==> config.mk <==
export PLATFORM = sky130hd
export DESIGN_NAME = ssc_queue
export DESIGN_NICKNAME = d
export VERILOG_FILES = /design/src/rtl/core/ssc_pkg.sv /design/src/rtl/core/ssc_queue.sv
export VERILOG_INCLUDE_DIRS = /design/src /design/src/rtl/core
export SDC_FILE = /design/constraint.sdc
export NUM_CORES = 1
export LEC_CHECK = 0
export BUFFER_PORTS_ARGS = -buffer_cell sky130_fd_sc_hd__buf_2
export CAP_MARGIN = 20
export CORE_MARGIN = 8
export CORE_UTILIZATION = 45
export DETAILED_ROUTE_END_ITERATION = 7
export GPL_TIMING_DRIVEN = 0
export SYNTH_ARGS = -nofsm -noshare
export SYNTH_HDL_FRONTEND = slang
export SYNTH_SLANG_ARGS = --single-unit
==> constraint.sdc <==
create_clock -name clock -period 6.4 [get_ports clock]
set_input_delay 0.64 -clock clock [delete_from_list [all_inputs] [get_ports clock]]
set_output_delay 0.64 -clock clock [all_outputs]
set_load 0.01 [all_outputs]
==> src/rtl/core/assert_macros.svh <==
// Assertion macros shared by the contact block modules
`ifndef ASSERT_MACROS_SVH
`define ASSERT_MACROS_SVH
// Check a property on every clock edge outside reset
`define SSC_ASSERT(label, clk, rst, prop, msg) \
   label: assert property (@(posedge clk) disable iff (rst) (prop)) else $error(msg);
// Check a property on every clock edge, reset included
`define SSC_ASSERT_ALWAYS(label, clk, prop, msg) \
   label: assert property (@(posedge clk) (prop)) else $error(msg);
`endif

==> src/rtl/core/ssc_pkg.sv <==
// Shared types and constants of the sphere contact block
`default_nettype none
package ssc_pkg;
   localparam int COORD_WIDTH_DEF = 32;
   localparam int FRAC_BITS_DEF   = 16;
   localparam int QUEUE_DEPTH     = 4;
   localparam int QUEUE_AW        = 2;

   // Classification of one pair by the front part
   typedef enum logic [2:0] {
      KIND_MISS    = 3'b001,
      KIND_SAME    = 3'b010,
      KIND_GENERAL = 3'b100
   } kind_type;
endpackage
`default_nettype wire

==> src/rtl/core/ssc_queue.sv <==
// Short queue between the front and back parts
`default_nettype none
`include "assert_macros.svh"
module ssc_queue #(
   parameter int WIDTH = 8
) (
   input  wire logic             clock,
   input  wire logic             reset,
   input  wire logic             in_valid,
   output logic                  in_ready,
   input  wire logic [WIDTH-1:0] in_data,
   output logic                  out_valid,
   input  wire logic             out_ready,
   output logic [WIDTH-1:0]      out_data
);
   import ssc_pkg::*;
   logic [WIDTH-1:0]      mem_ff [QUEUE_DEPTH];
   logic [QUEUE_AW-1:0]   wp_ff, wp_in, rp_ff, rp_in;
   logic [QUEUE_AW:0]     cnt_ff, cnt_in;
   logic push, pop;

   assign in_ready  = cnt_ff != (QUEUE_AW+1)'(QUEUE_DEPTH);
   assign out_valid = cnt_ff != '0;
   assign push = in_valid && in_ready;
   assign pop  = out_valid && out_ready;
   assign out_data = mem_ff[rp_ff];

   always_comb begin
      wp_in  = push ? wp_ff + 1'b1 : wp_ff;
      rp_in  = pop ? rp_ff + 1'b1 : rp_ff;
      cnt_in = cnt_ff + (QUEUE_AW+1)'(push) - (QUEUE_AW+1)'(pop);
   end

   always_ff @(posedge clock) begin
      if (reset) begin
         wp_ff <= '0; rp_ff <= '0; cnt_ff <= '0;
      end else begin
         wp_ff <= wp_in; rp_ff <= rp_in; cnt_ff <= cnt_in;
      end
   end

   always_ff @(posedge clock) begin
      if (push) mem_ff[wp_ff] <= in_data;
   end

   `SSC_ASSERT(a_q_bound, clock, reset, cnt_ff <= (QUEUE_AW+1)'(QUEUE_DEPTH), "queue count overflow")
   `SSC_ASSERT(a_q_count, clock, reset, (push && !pop) |=> cnt_ff == $past(cnt_ff) + 1'b1, "queue count wrong")
endmodule
`default_nettype wire

==> results.json, run 1 <==
{
  "final_area_um2": 1910,
  "cts_hold_buf": 0,
  "worstPathArrival_ns": 2.59,
  "grt_start_max_net_pins": 14,
  "cts.htree.levels": 2,
  "path_cells": "nor2_2, a21boi_4, inv_1, ha_1, inv_1, ha_1, inv_1, fa_1, xor2_1, and2_2, nor3_2",
  "vdd.ir_drop.worst_mv": 0.187,
  "finalClockSkew_ns": 0.00301,
  "port_buffers": 20,
  "vias": 814,
  "dieWidth_um": 76.5,
  "final_cells": 167,
  "dp_hpwl_um": 1770,
  "max_cap_violations": 0,
  "insertion_delay_ns": 0.34,
  "critPathCaptureType": "flop",
  "clk_pin_slew_ns": 0.11,
  "track_usage_pct": 9.50,
  "synthTopCellsByArea": "edfxtp_1 (58%), dfxtp_1 (11%), mux4_2 (11%)",
  "grt_overflow": 0,
  "dieHeight_um": 76.5,
  "ant_nets": 0,
  "cp_max_fo": 7,
  "viasPerCell": 4.87,
  "crit_path_start_kind": "flop",
  "yosys.cell_count.top_type": "edfxtp_1",
  "slowest_delay_ns": 0.50,
  "whs_ns": 0.510,
  "holdPathEnd": "mem_ff[3][1]",
  "power.density_nw_per_um2": 410,
  "hp-class": "primary input to flop",
  "cts_buffers": 5,
  "grt_pass1_vias": 838,
  "row_count": 22,
  "multi_input_area_um2": 468,
  "placed_area_um2": 1810,
  "tightest_slew_ns": 0.502,
  "p_leak_nw": 0.702,
  "yosys.area_share.xor_xnor_pct": 1.60,
  "clock.fmax_ghz": 0.433,
  "yosysWarningCount": 0,
  "finalWirelength_um": 2530,
  "r2r_end": "cnt_ff[2]",
  "post-route-min-period_ns": 2.31,
  "status": "complete, no violations",
  "synth_fa_ha_area_share_pct": 5.78,
  "synth_nets": 110,
  "syn2layout_area_growth_pct": 16.0,
  "critPathBufInv": 3,
  "ys_ff_latch": 41,
  "syn_area_um2": 1650,
  "synth_top_family_by_area": "multiplexers",
  "core_area_um2": 3580,
  "fin_util_pct": 53.4,
  "ys_seq_area_share_pct": 69.3,
  "crit_path_top_delay_cell": "dfxtp_1",
  "crit_family": "adder cells",
  "min_period_over_period_pct": 36.1,
  "antenna_found_initial": 0,
  "io-pin-count": 22,
  "synthSimpleGateAreaFrac_pct": 6.31,
  "r2r.worst_path.cells": 11,
  "wl_met3_um": 132,
  "wl_met2_um": 1310,
  "place_ws_ns": 3.95,
  "top_layer_used": "met4",
  "met1Wirelength_um": 1060,
  "synth_commonest_cells": "edfxtp_1 (32), dfxtp_1 (9), mux4_2 (8)",
  "async_flop_share_pct": 0,
  "setup-violations-final": 0,
  "drc": 0,
  "criticalPathCategory": "flop to flop",
  "reg2reg_setup_slack_ns": 4.09,
  "yosysTopAreaCellShare_pct": 58.4,
  "wl_per_cell_um": 15.1,
  "synthCells": 91,
  "place_inst": 159,
  "synth_edf_count": 32,
  "clockRootBuffer": "clkbuf_4",
  "synth_cell_types": 24,
  "clk_path_buf_depth": 2,
  "drive_gt1_share_pct": 36.1,
  "hold_depth": 1,
  "slew_violations": 0,
  "r2r-start": "cnt_ff[1]",
  "fillers": 310,
  "finalHoldViolations": 0,
  "setup_slack_ns": 4.09,
  "slew_headroom_pct": 66.5,
  "start_util_pct": 46.0,
  "crit_required_ns": 6.68,
  "drt_iter0_drc": 73,
  "avgSynthCellArea_um2": 18.1,
  "min-delay-start": "in_data[1]",
  "diodes": 0,
  "crit_path_frequent_cell": "inv_1",
  "rsz0062_at_grt": "false",
  "cts_tree": "yes",
  "postCtsSetupBuffers": 0,
  "fin_setup_tns_ns": 0,
  "first_pass_iters": 4,
  "synthFlopType": "edfxtp_1",
  "ctsResizeCount": 0,
  "place.gp.congestion": 0.665,
  "die-area_um2": 5850,
  "finalPower_mw": 0.782,
  "synth_compound_gate_area_share_pct": 2.28,
  "grt_pass1_wl_um": 4220,
  "num-nets-final": 137,
  "muxShareOfSynthArea_pct": 12.5,
  "synth.largest_area_cell": "edfxtp_1",
  "clock-sinks": 41,
  "seqCellArea_um2": 1140
}
placed cells by master, fill, tap and decap left out:
cell       instances
nand2b_1           2
buf_2             20
nor2_1             7
nor2b_1            1
buf_6              1
nand2_1            1
mux2i_1            1
o311ai_1           1
clkbuf_1           2
edfxtp_1          32
dfxtp_1            9
bufinv_16          2
and2_1             4
xor2_1             2
clkbuf_4           5
xnor2_1            1
and2_2             1
a21boi_4           1
inv_1              5
o31a_2             1
or3_1              1
nor2_2             1
nor3_2             1
mux4_2             8
mux2_4             1
ha_1               6
clkinv_2           1
fa_1               1
flip-flops by register name (all words and copies together) (netlist names), named ones only:
| register | flops |
|---|---|
| cnt_ff | 3 |
| mem_ff | 32 |
| rp_ff | 2 |
| wp_ff | 2 |
how the worst max path moves through the flow:
stage,from,end,cells after the start
after floorplan,in_valid,cnt_ff[2],10
after global placement,in_valid,cnt_ff[2],11
after detailed placement,in_valid,cnt_ff[2],11
after CTS,flop,out_data[5],3
after global routing,cnt_ff[1],cnt_ff[2],11
final,cnt_ff[1],cnt_ff[2],11
report_power, final:
group | total (mW) | leakage, nW | internal (mW) | switching, mW
Combinational | 0.220 | 0.280 | 0.111 | 0.110
Sequential | 0.361 | 0.367 | 0.332 | 0.0287
Clock | 0.201 | 0.0552 | 0.121 | 0.0798
cell type report:
cell class                 count  share of cell area [%]
clock buffer                   5                    1.97
multi-input combinational     42                    24.5
clock inverter                 3                    3.41
inverter                       5                   0.983
buffer                         3                   0.983
sequential                    41                    59.8
timing repair buffer          20                    5.24
tap                           48                    3.15
logic make-up after synthesis:
group	Yosys count
flip-flops	41
AND/OR/NAND/NOR	19
multiplexers	10
buffers and inverters	8
adder cells (fa/ha/maj)	7
AO/OA/AOI/OAI	3
XOR/XNOR	3
routing by layer:
| metal | vias to the layer above | GRT usage [%] |
|---|---|---|
| met5 | - | 0 |
| met4 | 0 | 4.04 |
| met3 | 4 | 4.60 |
| met2 | 18 | 15.3 |
| met1 | 400 | 10.5 |
| li1 | 392 | - |
No activity file was read; power rests on OpenSTA's default activity.
==> inputs of run 2 (changes only) <==
- clock period: 6.4 -> 2.3 ns (I/O delays scaled with it)
==> results.json, run 2 (synthesis results as in run 1) <==
{
  "fillers": 312,
  "met2_usage_pct": 15.4,
  "top_regs": "mem_ff: 32 flops, cnt_ff: 3 flops",
  "clk_pin_slew_ns": 0.11,
  "clock.fmax_ghz": 0.470,
  "worstPathArrival_ns": 2.40,
  "num-nets-final": 138,
  "gr-usage-met1_pct": 10.4,
  "r2r.worst_path.cells": 9,
  "grt_overflow": 0,
  "port_buffers": 20,
  "clk_path_buf_depth": 2,
  "reg2reg_setup_slack_ns": 0.17,
  "setup-violations-final": 0,
  "hold_depth": 1,
  "met3_usage_pct": 4.60,
  "finalClockSkew_ns": 0.00553,
  "first_pass_iters": 4,
  "diodes": 0,
  "cts_buffers": 5,
  "crit_path_start_kind": "flop",
  "grt_pass1_vias": 836,
  "start_util_pct": 46.0,
  "track_usage_pct": 9.52,
  "dieHeight_um": 76.5,
  "core_area_um2": 3580,
  "dieWidth_um": 76.5,
  "drive_gt1_share_pct": 38.3,
  "wl_per_cell_um": 15.0,
  "seqCellArea_um2": 1150,
  "final_common_cell": "edfxtp_1",
  "ant_nets": 0,
  "critPathCaptureType": "flop",
  "fin_setup_tns_ns": 0,
  "largest_reg_flops": 32,
  "r2r_end": "cnt_ff[2]",
  "finalWirelength_um": 2520,
  "grt_pass1_wl_um": 4230,
  "cts_hold_buf": 0,
  "insertion_delay_ns": 0.34,
  "grt_start_max_net_pins": 14,
  "criticalPathCategory": "flop to flop",
  "r2r-start": "cnt_ff[1]",
  "clockRootBuffer": "clkbuf_4",
  "final_area_um2": 1920,
  "vdd.ir_drop.worst_mv": 0.525,
  "regMostFlops": "mem_ff",
  "rsz0062_at_grt": "false",
  "cts.htree.levels": 2,
  "crit_required_ns": 2.57,
  "grt_busiest_layer": "met2",
  "status": "complete, no violations",
  "post-route-min-period_ns": 2.13,
  "whs_ns": 0.0995,
  "p_leak_nw": 0.707,
  "io-pin-count": 22,
  "holdPathEnd": "mem_ff[3][1]",
  "vias": 821,
  "max_cap_violations": 0,
  "hp-class": "primary input to flop",
  "min_period_over_period_pct": 92.5,
  "drc": 0,
  "placed_area_um2": 1810,
  "clock-sinks": 41,
  "row_count": 22,
  "viasPerCell": 4.89,
  "die-area_um2": 5850,
  "slew_headroom_pct": 66.5,
  "cts_tree": "yes",
  "multi_input_area_um2": 468,
  "slew_violations": 0,
  "power.density_nw_per_um2": 1140,
  "place.gp.congestion": 0.665,
  "cp_max_fo": 7,
  "tightest_slew_ns": 0.503,
  "dp_hpwl_um": 1770,
  "drt_iter0_drc": 70,
  "final_cell_mix": "edfxtp_1 (32), buf_2 (20), mux4_2 (8)",
  "finalHoldViolations": 0,
  "antenna_found_initial": 0,
  "min-delay-start": "in_data[1]",
  "syn2layout_area_growth_pct": 16.7
}
-- run 2: area by class of cell --
class                           instances  area share [%]
Clock inverter                          3            3.39
Inverter                                5           0.977
Multi-Input combinational cell         42            24.3
Tap cell                               48            3.13
Sequential cell                        41            59.6
Timing Repair Buffer                   21            5.60
Buffer                                  3           0.977
Clock buffer                            5            1.95
-- run 2: where the power goes --
part           internal, mW  leakage [nW]  switching (mW)
combinational         0.315         0.284           0.305
sequential            0.932         0.368          0.0800
clock                 0.336        0.0552           0.221
total                  1.58         0.707           0.605
-- run 2: what timing repair did --
item / CTS / global route
resized for setup: 1 / 2
buffers inserted: 0 / 1
pin swaps: 0 / 1
endpoints found under the setup margin: 1 / 1
-- run 2: worst max path at each step --
stage                endpoint      start  slack [ns]
floorplan           cnt_ff[2]  cnt_ff[1]        0.17
global placement    cnt_ff[2]  cnt_ff[1]        0.03
detailed placement  cnt_ff[2]  cnt_ff[1]        0.02
CTS                 cnt_ff[2]  cnt_ff[0]        0.07
global route        cnt_ff[2]  cnt_ff[1]        0.06
finish              cnt_ff[2]  cnt_ff[1]        0.17
-- run 2: stage by stage --
step	total power, mW	std cells	utilization, %	setup WS, ns
final	2.19	168	53.7	0.173
after global routing	2.35	168	53.7	0.0564
after CTS	2.22	167	53.4	0.0749
after detailed placement	1.66	159	50.5	0.0172
after global placement	1.64	159	50.5	0.0334
after floorplan	1.46	91	-	0.170
-- run 2: worst max-delay path, cell delays in order (launching register included) --
cell     delay [ns]
dfxtp_4        0.39
o31a_2         0.37
ha_1           0.27
inv_1          0.05
ha_1           0.12
inv_1          0.04
fa_1           0.37
xor2_1         0.16
and2_2         0.21
nor3_2         0.08
-- run 2: per-layer routing --
layer  vias up  routed length [um]
li1        393                   -
met1       406                1050
met2        18                1310
met3         4                 132
met4         0                  23
met5         -                   0
